### src/plfo_tri_pkg.sv
`timescale 1ns / 1ps
// Package for the triangle pitch LFO: channel count, phase codes, sequencer
// states and the ceiling fix-up for the shared divider. No dependencies.
package plfo_tri_pkg;

	localparam int CHANNELS = 6;

	localparam logic [2:0] PH_DELAY  = 3'd0;
	localparam logic [2:0] PH_FALL_A = 3'd1;
	localparam logic [2:0] PH_RISE_A = 3'd2;
	localparam logic [2:0] PH_RISE_B = 3'd3;
	localparam logic [2:0] PH_FALL_B = 3'd4;

	localparam logic [7:0] QUOT_SAT = 8'hff;

	typedef enum logic [4:0] {
		ST_IDLE  = 5'b00001,
		ST_CHECK = 5'b00010,
		ST_DIV_A = 5'b00100,
		ST_DIV_B = 5'b01000,
		ST_FIN   = 5'b10000
	} seq_state_t;

	// ceil(x/y) from floor quotient and remainder; zero divisor saturates unless x is zero
	function automatic logic [7:0] ceil_fix(input logic [7:0] q, input logic [7:0] r,
			input logic [7:0] x, input logic [7:0] y);
		logic [7:0] res;
		if (y == 8'd0) begin
			res = (x != 8'd0) ? QUOT_SAT : 8'd0;
		end else begin
			res = q + {7'd0, (r != 8'd0)};
		end
		return res;
	endfunction

endpackage

### src/pitch_lfo_triangle_unit.sv
`timescale 1ns / 1ps
// Triangle pitch LFO top level: channel state, sequencer, shared serial divider.
// Depends on plfo_tri_pkg.
// Each word passes through ST_CHECK and ST_FIN before its result is registered;
// the tick that ends the delay also runs two divisions, ST_DIV_A then ST_DIV_B,
// on one shared restoring divider (one quotient bit per cycle).
// A new word is taken only in ST_IDLE, once the last word has finished, and a
// finished word waits in ST_FIN for a free output register.
// Reset (arst_n low, asynchronous): all channels return to phase 0 with zeroed
// counters; no result pending.
module pitch_lfo_triangle_unit (
	input  logic        clk,
	input  logic        arst_n,
	input  logic        s_tvalid,
	output logic        s_tready,
	// [2:0] channel, [10:3] delay_ticks, [18:11] speed, [26:19] depth, [31:27] zero
	input  logic [31:0] s_tdata,
	// [0] restart
	input  logic        s_tuser,
	output logic        m_tvalid,
	input  logic        m_tready,
	// [8:0] pitch_delta, [11:9] phase, [15:12] zero
	output logic [15:0] m_tdata
);
	import plfo_tri_pkg::*;

	seq_state_t state_q;

	logic [2:0] ch_q;
	logic       restart_q;
	logic [7:0] delay_q, speed_q, depth_q;

	logic [2:0] phase_q    [CHANNELS];
	logic [7:0] qcount_q   [CHANNELS];
	logic [7:0] scount_q   [CHANNELS];
	logic [7:0] interval_q [CHANNELS];
	logic [7:0] level_q    [CHANNELS];

	// shared divider
	logic [7:0] rem_q, quo_q, dsr_q;
	logic [2:0] cnt_q;
	logic [7:0] div_res_q;
	logic [8:0] trial, diff;
	logic       ge;
	logic [7:0] rem_n, quo_n, ceil_n, dvd;

	logic       m_valid_q;
	logic [15:0] m_data_q;

	logic       ch_ok, needs_div, out_free;
	logic [2:0] ph_cur;
	logic [7:0] qc_cur, sc_cur;
	logic [2:0] ph_nx;
	logic [7:0] qc_nx, sc_nx, qc_dec;
	logic       load_shape;
	logic [8:0] delta;

	assign s_tready = (state_q == ST_IDLE);
	assign m_tvalid = m_valid_q;
	assign m_tdata  = m_data_q;
	assign out_free = !m_valid_q || m_tready;

	assign ch_ok  = (ch_q < 3'(CHANNELS));
	assign ph_cur = phase_q[ch_q];
	assign qc_cur = qcount_q[ch_q];
	assign sc_cur = scount_q[ch_q];
	assign needs_div = ch_ok && !restart_q && (ph_cur == PH_DELAY) && (qc_cur == 8'd0);

	// one restoring step
	assign trial = {rem_q, quo_q[7]};
	assign ge    = (trial >= {1'b0, dsr_q});
	assign diff  = trial - {1'b0, dsr_q};
	assign rem_n = ge ? diff[7:0] : trial[7:0];
	assign quo_n = {quo_q[6:0], ge};
	assign dvd   = (state_q == ST_DIV_A) ? speed_q : depth_q;
	assign ceil_n = ceil_fix(quo_n, rem_n, dvd, dsr_q);

	// per-channel update for the word in hand
	always_comb begin
		ph_nx      = ph_cur;
		qc_nx      = qc_cur;
		sc_nx      = sc_cur;
		load_shape = 1'b0;
		delta      = 9'd0;
		qc_dec     = (qc_cur != 8'd0) ? qc_cur - 8'd1 : qc_cur;
		if (restart_q) begin
			ph_nx = PH_DELAY;
			qc_nx = delay_q;
		end else if (ph_cur == PH_DELAY) begin
			if (qc_cur != 8'd0) begin
				qc_nx = qc_dec;
			end else begin
				ph_nx      = PH_FALL_A;
				qc_nx      = speed_q;
				load_shape = 1'b1;
			end
		end else if (ph_cur <= PH_FALL_B) begin
			qc_nx = qc_dec;
			if (sc_cur != 8'd0) begin
				sc_nx = sc_cur - 8'd1;
			end else begin
				if (ph_cur == PH_FALL_A || ph_cur == PH_FALL_B)
					delta = 9'd0 - {1'b0, level_q[ch_q]};
				else
					delta = {1'b0, level_q[ch_q]};
				sc_nx = interval_q[ch_q];
				if (qc_dec == 8'd0) begin
					qc_nx = speed_q;
					ph_nx = (ph_cur == PH_FALL_B) ? PH_FALL_A : ph_cur + 3'd1;
				end
			end
		end
	end

	always_ff @(posedge clk or negedge arst_n) begin
		if (!arst_n) begin
			state_q   <= ST_IDLE;
			m_valid_q <= 1'b0;
			cnt_q     <= 3'd0;
			for (int i = 0; i < CHANNELS; i++) begin
				phase_q[i]    <= PH_DELAY;
				qcount_q[i]   <= 8'd0;
				scount_q[i]   <= 8'd0;
				interval_q[i] <= 8'd0;
				level_q[i]    <= 8'd0;
			end
		end else begin
			if (state_q == ST_FIN && out_free)
				m_valid_q <= 1'b1;
			else if (m_tready)
				m_valid_q <= 1'b0;
			case (state_q)
				ST_IDLE: begin
					if (s_tvalid)
						state_q <= ST_CHECK;
				end
				ST_CHECK: begin
					cnt_q <= 3'd0;
					state_q <= needs_div ? ST_DIV_A : ST_FIN;
				end
				ST_DIV_A: begin
					cnt_q <= cnt_q + 3'd1;
					if (cnt_q == 3'd7)
						state_q <= ST_DIV_B;
				end
				ST_DIV_B: begin
					cnt_q <= cnt_q + 3'd1;
					if (cnt_q == 3'd7)
						state_q <= ST_FIN;
				end
				ST_FIN: begin
					if (out_free) begin
						state_q   <= ST_IDLE;
						if (ch_ok) begin
							phase_q[ch_q]  <= ph_nx;
							qcount_q[ch_q] <= qc_nx;
							if (load_shape) begin
								scount_q[ch_q]   <= div_res_q;
								interval_q[ch_q] <= div_res_q;
							end else begin
								scount_q[ch_q] <= sc_nx;
							end
						end
					end
				end
				default: state_q <= ST_IDLE;
			endcase
			// level is written as soon as the second division ends
			if (state_q == ST_DIV_B && cnt_q == 3'd7 && ch_ok)
				level_q[ch_q] <= (ceil_n == 8'd0) ? 8'd1 : ceil_n;
		end
	end

	// payload, divider and output data registers
	always_ff @(posedge clk) begin
		if (state_q == ST_IDLE && s_tvalid) begin
			ch_q      <= s_tdata[2:0];
			delay_q   <= s_tdata[10:3];
			speed_q   <= s_tdata[18:11];
			depth_q   <= s_tdata[26:19];
			restart_q <= s_tuser;
		end
		case (state_q)
			ST_CHECK: begin
				rem_q <= 8'd0;
				quo_q <= speed_q;
				dsr_q <= depth_q;
			end
			ST_DIV_A: begin
				if (cnt_q == 3'd7) begin
					div_res_q <= ceil_n;
					rem_q     <= 8'd0;
					quo_q     <= depth_q;
					dsr_q     <= speed_q;
				end else begin
					rem_q <= rem_n;
					quo_q <= quo_n;
				end
			end
			ST_DIV_B: begin
				rem_q <= rem_n;
				quo_q <= quo_n;
			end
			default: begin
			end
		endcase
		if (state_q == ST_FIN && out_free) begin
			if (ch_ok)
				m_data_q <= {4'd0, ph_nx, delta};
			else
				m_data_q <= 16'd0;
		end
	end

endmodule

### config.mk
export PLATFORM = sky130hd
export DESIGN_NAME = pitch_lfo_triangle_unit
export DESIGN_NICKNAME = d
export VERILOG_FILES = /design/src/plfo_tri_pkg.sv /design/src/pitch_lfo_triangle_unit.sv
export SDC_FILE = /design/constraint.sdc
export NUM_CORES = 1
export LEC_CHECK = 0
export BUFFER_PORTS_ARGS = -buffer_cell sky130_fd_sc_hd__buf_4
export CORE_MARGIN = 5
export CORE_UTILIZATION = 40
export CTS_CLUSTER_DIAMETER = 80
export DETAILED_ROUTE_END_ITERATION = 8
export GPL_ROUTABILITY_DRIVEN = 0
export MAX_ROUTING_LAYER = met4
export PLACE_DENSITY_LB_ADDON = 0.05
export SETUP_SLACK_MARGIN = 0.5
export SYNTH_ARGS = -nofsm -noshare
export SYNTH_HDL_FRONTEND = slang
export SYNTH_SLANG_ARGS = --single-unit
### constraint.sdc
create_clock -name clk -period 5.35 [get_ports clk]
set_input_delay 1.07 -clock clk [delete_from_list [all_inputs] [get_ports clk]]
set_output_delay 1.07 -clock clk [all_outputs]
set_load 0.05 [all_outputs]
==> flow_metrics.tcl, run 1 <==
set metrics [dict create \
    outcome "completed" \
    p_sw_share_pct 36.2 \
    hold_viol_final 0 \
    numCtsBuffers 35 \
    p_int_mw 5.13 \
    top_level_ports 55 \
    hold_path_depth 2 \
    crit_start "ch_q[0]" \
    post_cts_buffers 0 \
    final_nets 1413 \
    crit_fanout 19 \
    cts.sinks 291 \
    ys_ff_latch 291 \
    io_buffer_count 45 \
    firstDrtPassIters 6 \
    via_per_inst 5.49 \
    fmax_mhz 225 \
    ys_types 91 \
    hold_start "level_q[25]" \
    syn_inst 1299 \
    r2r_end "phase_q[5]" \
    synth-async-reset-ratio_pct 75.3 \
    drt-total-wl_mm 39.1 \
    min_period_ns 4.44 \
    pwr-share-seq_pct 36.0 \
    cts_root_buffer "clkbuf_16" \
    core.rowCount 70 \
    cts_max_level 2 \
    start_util_pct 40.3 \
    final_layout_size_suffix_gt1_share_pct 23.0 \
    cp-start-kind "flop" \
    gr-usage-met2_pct 30.9 \
    n_antenna_cell 0 \
    ir_drop_mv 0.300 \
    arrival_ns 4.88 \
    final-seq-area_um2 7640 \
    cap_violations 0 \
    cts_tree "built" \
    fin_worst_skew_ns 0.0116 \
    setup_viol_count_final 0 \
    post-route-util_pct 46.0 \
    multi_input_area_um2 6490 \
    drtIter0Drc 646 \
    dieArea_um2 40600 \
    worst-r2r-cell-count 13 \
    crit_path_end "phase_q[5]" \
    fill_cells 3403 \
    use_met3_pct 3.24 \
    crit_required_ns 5.79 \
    placed_area_um2 15600 \
    cts_hold_buf 0 \
    timing.final.ws_setup_ns 0.911 \
    hold_slack_ns 0.474 \
    die_x_um 201 \
    yosysSeqAreaShare_pct 52.2 \
    p_per_area_nw_per_um2 481 \
    reg2reg_slack_ns 0.91 \
    area_delta_synth_final_pct 14.0 \
    leakage_nw 7.44 \
    fin_crit_sh_pct 83.0 \
    finalInstanceArea_um2 16700 \
    synth_warnings 0 \
    synth_flop_cell "dfrtp_1" \
    syn-mean-instance-area_um2 11.3 \
    end_kind "flop" \
    place_ws_ns 0.882 \
    grt-busiest-layer "met2" \
    power_switching_mw 2.91 \
    fin_tns_setup_ns 0 \
    antenna_found_initial 0 \
    r2r-start "ch_q[0]" \
    relSlewSlack_pct 21.0 \
    globalRouteOverflowTotal 0 \
    clockBufferDepth 3 \
    drc 0 \
    finalMaxSlewViolations 0 \
    tightest_slew_ns 1.19 \
    drt-wirelength-per-cell_um 21.2 \
    p_clk_share_pct 29.2 \
    grt_pass1_wl_mm 62.5 \
    grt.total_usage_pct 20.0 \
    grt_pass1_vias 10382 \
    core-area_um2 36300 \
    worstHoldPathType "reg2reg" \
    path_clk_slew_ns 0.06 \
    worst_skew_pair.late_latency_ns 0.51 \
    p_comb_share_pct 34.8 \
    synth_edf_count 72 \
    die_h_um 201 \
    vias 10141 \
    netlist_area_um2 14700 \
    grt_util_met1_pct 28.0 \
    dp_hpwl_mm 26.8 \
    rsz0062_at_grt "false" \
    critical_path_class "reg2reg" \
    antenna_left 0 \
    grt_max_degree 99 \
]
[cells in the final DEF (no fill, tap or decap), types with 7 or more instances in the layout]
cell	Yosys	routed
edfxtp_1	72	72
mux2_2	128	128
nand3_1	24	24
a31oi_1	11	11
o21ai_0	74	72
nor2_4	7	7
o21ai_1	10	12
a21oi_1	82	82
nor2_1	115	112
mux4_2	10	10
inv_1	43	43
o31ai_1	11	11
o22ai_1	11	11
ha_1	19	19
nand4_1	8	8
and2_1	10	10
dfrtp_1	218	218
mux2i_1	67	67
mux2_1	14	14
xor2_1	8	8
a22oi_1	8	8
clkinv_2	0	9
a211oi_1	7	7
buf_4	6	84
nand2_1	108	108
a222oi_1	16	16
nand2b_1	12	12
nor3_1	14	14
clkbuf_16	0	39
xnor2_1	7	7
[repair_timing]
item                                    in CTS  in global routing
gates resized for setup                      0                  3
hold endpoints to repair                     0                  0
endpoints found under the setup margin       0                 17
[worst min-delay path by stage]
stage / end / slack (ns)
2_1_floorplan: level_q[28] / 0.44
3_3_place_gp: phase_q[0] / 0.46
3_5_place_dp: phase_q[9] / 0.47
4_1_cts: phase_q[9] / 0.48
5_1_grt: phase_q[9] / 0.50
6_report: level_q[25] / 0.47
[routing by layer]
metal	wire length, um	share of wire [%]	vias up
li1	-	-	4845
met1	18800	48	5063
met2	17900	46	175
met3	1650	4.2	58
met4	759	1.9	0
met5	0	0	-
[through the flow]
step                      std cells  power [mW]
after CTS                      1847        8.13
after global placement         1787        5.73
after global routing           1847        8.54
after floorplan                1302        4.89
after detailed placement       1787        5.73
final                          1847        8.04
[state kept, by name (all words and copies together) (netlist names), 12 cells and up]
signal / count
m_tdata: 12
level_q: 48
scount_q: 48
phase_q: 18
qcount_q: 48
interval_q: 48
[area by class of cell]
cell class | count | area share, %
clock buffer | 48 | 6.34
multi-input combinational | 897 | 38.9
tap | 468 | 3.51
clock inverter | 12 | 0.524
timing repair buffer | 86 | 3.98
inverter | 45 | 1.01
sequential | 291 | 45.8
[synthesized netlist by cell type (8+ instances only)]
| master | count | area (um2) |
|---|---|---|
| mux2_1 | 14 | 158 |
| nand2b_1 | 12 | 75.1 |
| mux2i_1 | 67 | 671 |
| edfxtp_1 | 72 | 2160 |
| a31oi_1 | 11 | 68.8 |
| a21oi_1 | 82 | 410 |
| o22ai_1 | 11 | 68.8 |
| o31ai_1 | 11 | 82.6 |
| nand3_1 | 24 | 120 |
| mux2_2 | 128 | 1440 |
| clkbuf_1 | 35 | 131 |
| o21ai_1 | 10 | 50.1 |
| inv_1 | 43 | 161 |
| dfrtp_1 | 218 | 5460 |
| ha_1 | 19 | 238 |
| xor2_1 | 8 | 70.1 |
| mux4_2 | 10 | 225 |
| nand4_1 | 8 | 50.1 |
| buf_2 | 19 | 95.1 |
| nor2_1 | 115 | 432 |
| nor3_1 | 14 | 70.1 |
| o21ai_0 | 74 | 370 |
| and2_1 | 10 | 62.6 |
| a22oi_1 | 8 | 60.1 |
| a222oi_1 | 16 | 160 |
| nand2_1 | 108 | 405 |
[critical path, stage by stage (launching register included)]
cell and delay, ns:
edfxtp_1 0.61, buf_4 0.33, nor3b_2 0.54, a32oi_1 0.10, o311ai_1 0.19, inv_1 0.22
ha_1 0.35, and4_1 0.22, mux2i_1 0.15, nand4_1 0.27, buf_4 0.27, o31a_1 0.25
a211oi_2 0.57, mux2_2 0.28
[power groups by stage]
stage                     clock, mW  combinational [mW]  sequential (mW)
after global placement            0                2.80             2.92
after CTS                      2.42                2.81             2.89
final                          2.35                2.80             2.89
after floorplan                   0                2.03             2.86
after detailed placement          0                2.80             2.93
after global routing           2.51                3.09             2.94
[logic make-up (layout without fill, tap and decap cells)]
group           Yosys count  count (layout)  synth area share [%]
flops                   291             291                  52.2
fa+ha+maj                20              20                  1.76
other cells               1               4                0.0256
xor+xnor                 15              15                 0.897
compound gates          288             288                  12.8
buf+inv                 114             191                  3.67
mux                     219             219                  17.0
simple gates            351             351                  11.7
(Power assumes the default switching activity.)
==> run 2: changes to the inputs <==
Clock period 5.35 ns to 3.9 ns, I/O delays scaled along.
==> flow_metrics.tcl, run 2 (synthesized netlist as in run 1, its figures left out) <==
set metrics [dict create \
    outcome "finished with violations" \
    violations "negative setup slack" \
    multi_input_area_um2 7860 \
    io_buffer_count 45 \
    clockBufferDepth 3 \
    post-route-util_pct 53.4 \
    grt_pass1_vias 10782 \
    cp-start-kind "flop" \
    crit_required_ns 4.38 \
    drt-wirelength-per-cell_um 21.6 \
    via_per_inst 5.55 \
    fill_cells 3175 \
    fin_crit_sh_pct 101 \
    ir_drop_mv 0.466 \
    antenna_found_initial 0 \
    dieArea_um2 40600 \
    core.rowCount 70 \
    grt_max_degree 108 \
    hold_slack_ns 0.301 \
    hold_viol_final 0 \
    globalRouteOverflowTotal 0 \
    worstHoldPathType "in2async" \
    cts_max_level 2 \
    critical_path_buf_inv_count 0 \
    timing.final.ws_setup_ns -0.0473 \
    top_level_ports 55 \
    firstDrtPassIters 6 \
    fmax_mhz 253 \
    end_kind "flop" \
    die_h_um 201 \
    numCtsBuffers 36 \
    setup_viol_count_final 6 \
    grt_pass1_wl_mm 64.2 \
    n_antenna_cell 0 \
    critical_path_class "reg2reg" \
    final-seq-area_um2 7640 \
    path_clk_slew_ns 0.06 \
    cts_hold_buf 0 \
    finalMaxSlewViolations 0 \
    vias 10933 \
    die_x_um 201 \
    r2r-start "rem_q[0]" \
    final_nets 1533 \
    rsz0062_at_grt "true" \
    cts_root_buffer "clkbuf_16" \
    worst_skew_pair.late_latency_ns 0.55 \
    cp_cell_sequence "ha_1, nor2b_1, o21ai_1, a21boi_1, o21ai_0, a21boi_0, nor2_1, or4_4, a21oi_2, o21ai_1, ha_2, and3_4, or2_4, o21ai_1, a21oi_1, o31ai_1, a41o_4, mux2_2" \
    crit_path_max_incr_delay_ns 0.54 \
    worst-r2r-cell-count 18 \
    core-area_um2 36300 \
    crit_slowest_cell "or4_4" \
    arrival_ns 4.43 \
    layout_commonest_cell "dfrtp_1" \
    antenna_left 0 \
    drt-total-wl_mm 42.5 \
    cts.sinks 291 \
    crit_fanout 6 \
    fin_worst_skew_ns 0.0242 \
    cpMostUsedCell "o21ai_1" \
    drtIter0Drc 734 \
    p_per_area_nw_per_um2 721 \
    relSlewSlack_pct 15.5 \
    cts_tree "built" \
    area_delta_synth_final_pct 32.4 \
    r2r_end "level_q[8]" \
    layout_common_cells "dfrtp_1 (218), buf_4 (151), mux2_4 (121), nor2_1 (106), nand2_1 (104)" \
    leakage_nw 8.43 \
    drc 0 \
    dp_hpwl_mm 27.3 \
    start_util_pct 40.3 \
    cap_violations 0 \
    reg2reg_slack_ns -0.05 \
    tightest_slew_ns 1.27 \
    final_layout_size_suffix_gt1_share_pct 39.2 \
    grt.total_usage_pct 20.7 \
    min_period_ns 3.95 \
    crit_family "compound AO/OA/AOI/OAI gates" \
]
## run 2: cell count changes in the layout (fill, tap and decap cells not counted), sizes merged
cell / delta
clkinvlp: +1
bufbuf: +2
clkinv: -5
buf: +116
inv: +2
clkbuf: +8
## run 2: metal layers
| layer | wire (um) | GRT usage, % | vias to the layer above |
|---|---|---|---|
| met5 | 0 | - | - |
| met2 | 19800 | 31.6 | 226 |
| met1 | 20000 | 29.5 | 5533 |
| li1 | - | - | 5105 |
| met4 | 1040 | 5.42 | 0 |
| met3 | 1670 | 2.64 | 69 |
## run 2: layout make-up
type	instances	share of cell area (%)
clock buffer	55	5.64
clock inverter	10	0.432
inverter	45	0.871
multi-input combinational	897	40.5
sequential	291	39.4
tap	468	3.02
timing repair buffer	205	10.1
## run 2: where the power goes
part	switching (mW)	internal (mW)
sequential	0.324	3.67
combinational	3.48	3.19
clock	1.32	2.00
## run 2: worst max-delay path by stage
stage	start	endpoint	slack, ns	depth (start not counted)
3_5_place_dp	quo_q[7]	level_q[8]	-0.08	21
5_1_grt	quo_q[7]	level_q[8]	-0.23	21
6_report	rem_q[0]	level_q[8]	-0.05	18
2_1_floorplan	ch_q[0]	interval_q[21]	0.16	16
4_1_cts	quo_q[7]	level_q[40]	-0.06	18
3_3_place_gp	quo_q[7]	level_q[24]	-0.09	21
## run 2: metrics by stage
stage / setup WS (ns) / TNS (ns) / instances / instance area (um2) / power [mW]
CTS: -0.0610 / -0.305 / 1930 / 18300 / 12.1
detailed placement: -0.0828 / -0.533 / 1831 / 16500 / 8.40
global route: -0.227 / -2.24 / 1971 / 19400 / 14.7
floorplan: 0.157 / 0 / 1302 / 15300 / 7.04
finish: -0.0473 / -0.237 / 1971 / 19400 / 14.0
global placement: -0.0934 / -0.538 / 1831 / 16500 / 8.36
## run 2: worst register-to-register path: cells and delay by family, from the launching register on
family,cells,cell delay (ns)
AOI/OAI and AO/OA,10,1.66
and+or+nand+nor,5,1.20
DFF,1,0.38
adders and majority gates,2,0.50
muxes,1,0.15
## run 2: timing repair
| item | CTS | global route |
|---|---|---|
| gates resized for setup | 85 | 175 |
| cloned | 2 | 2 |
| endpoints found under the setup margin | 230 | 220 |
| pin swaps | 32 | 62 |
| buffers inserted | 32 | 39 |
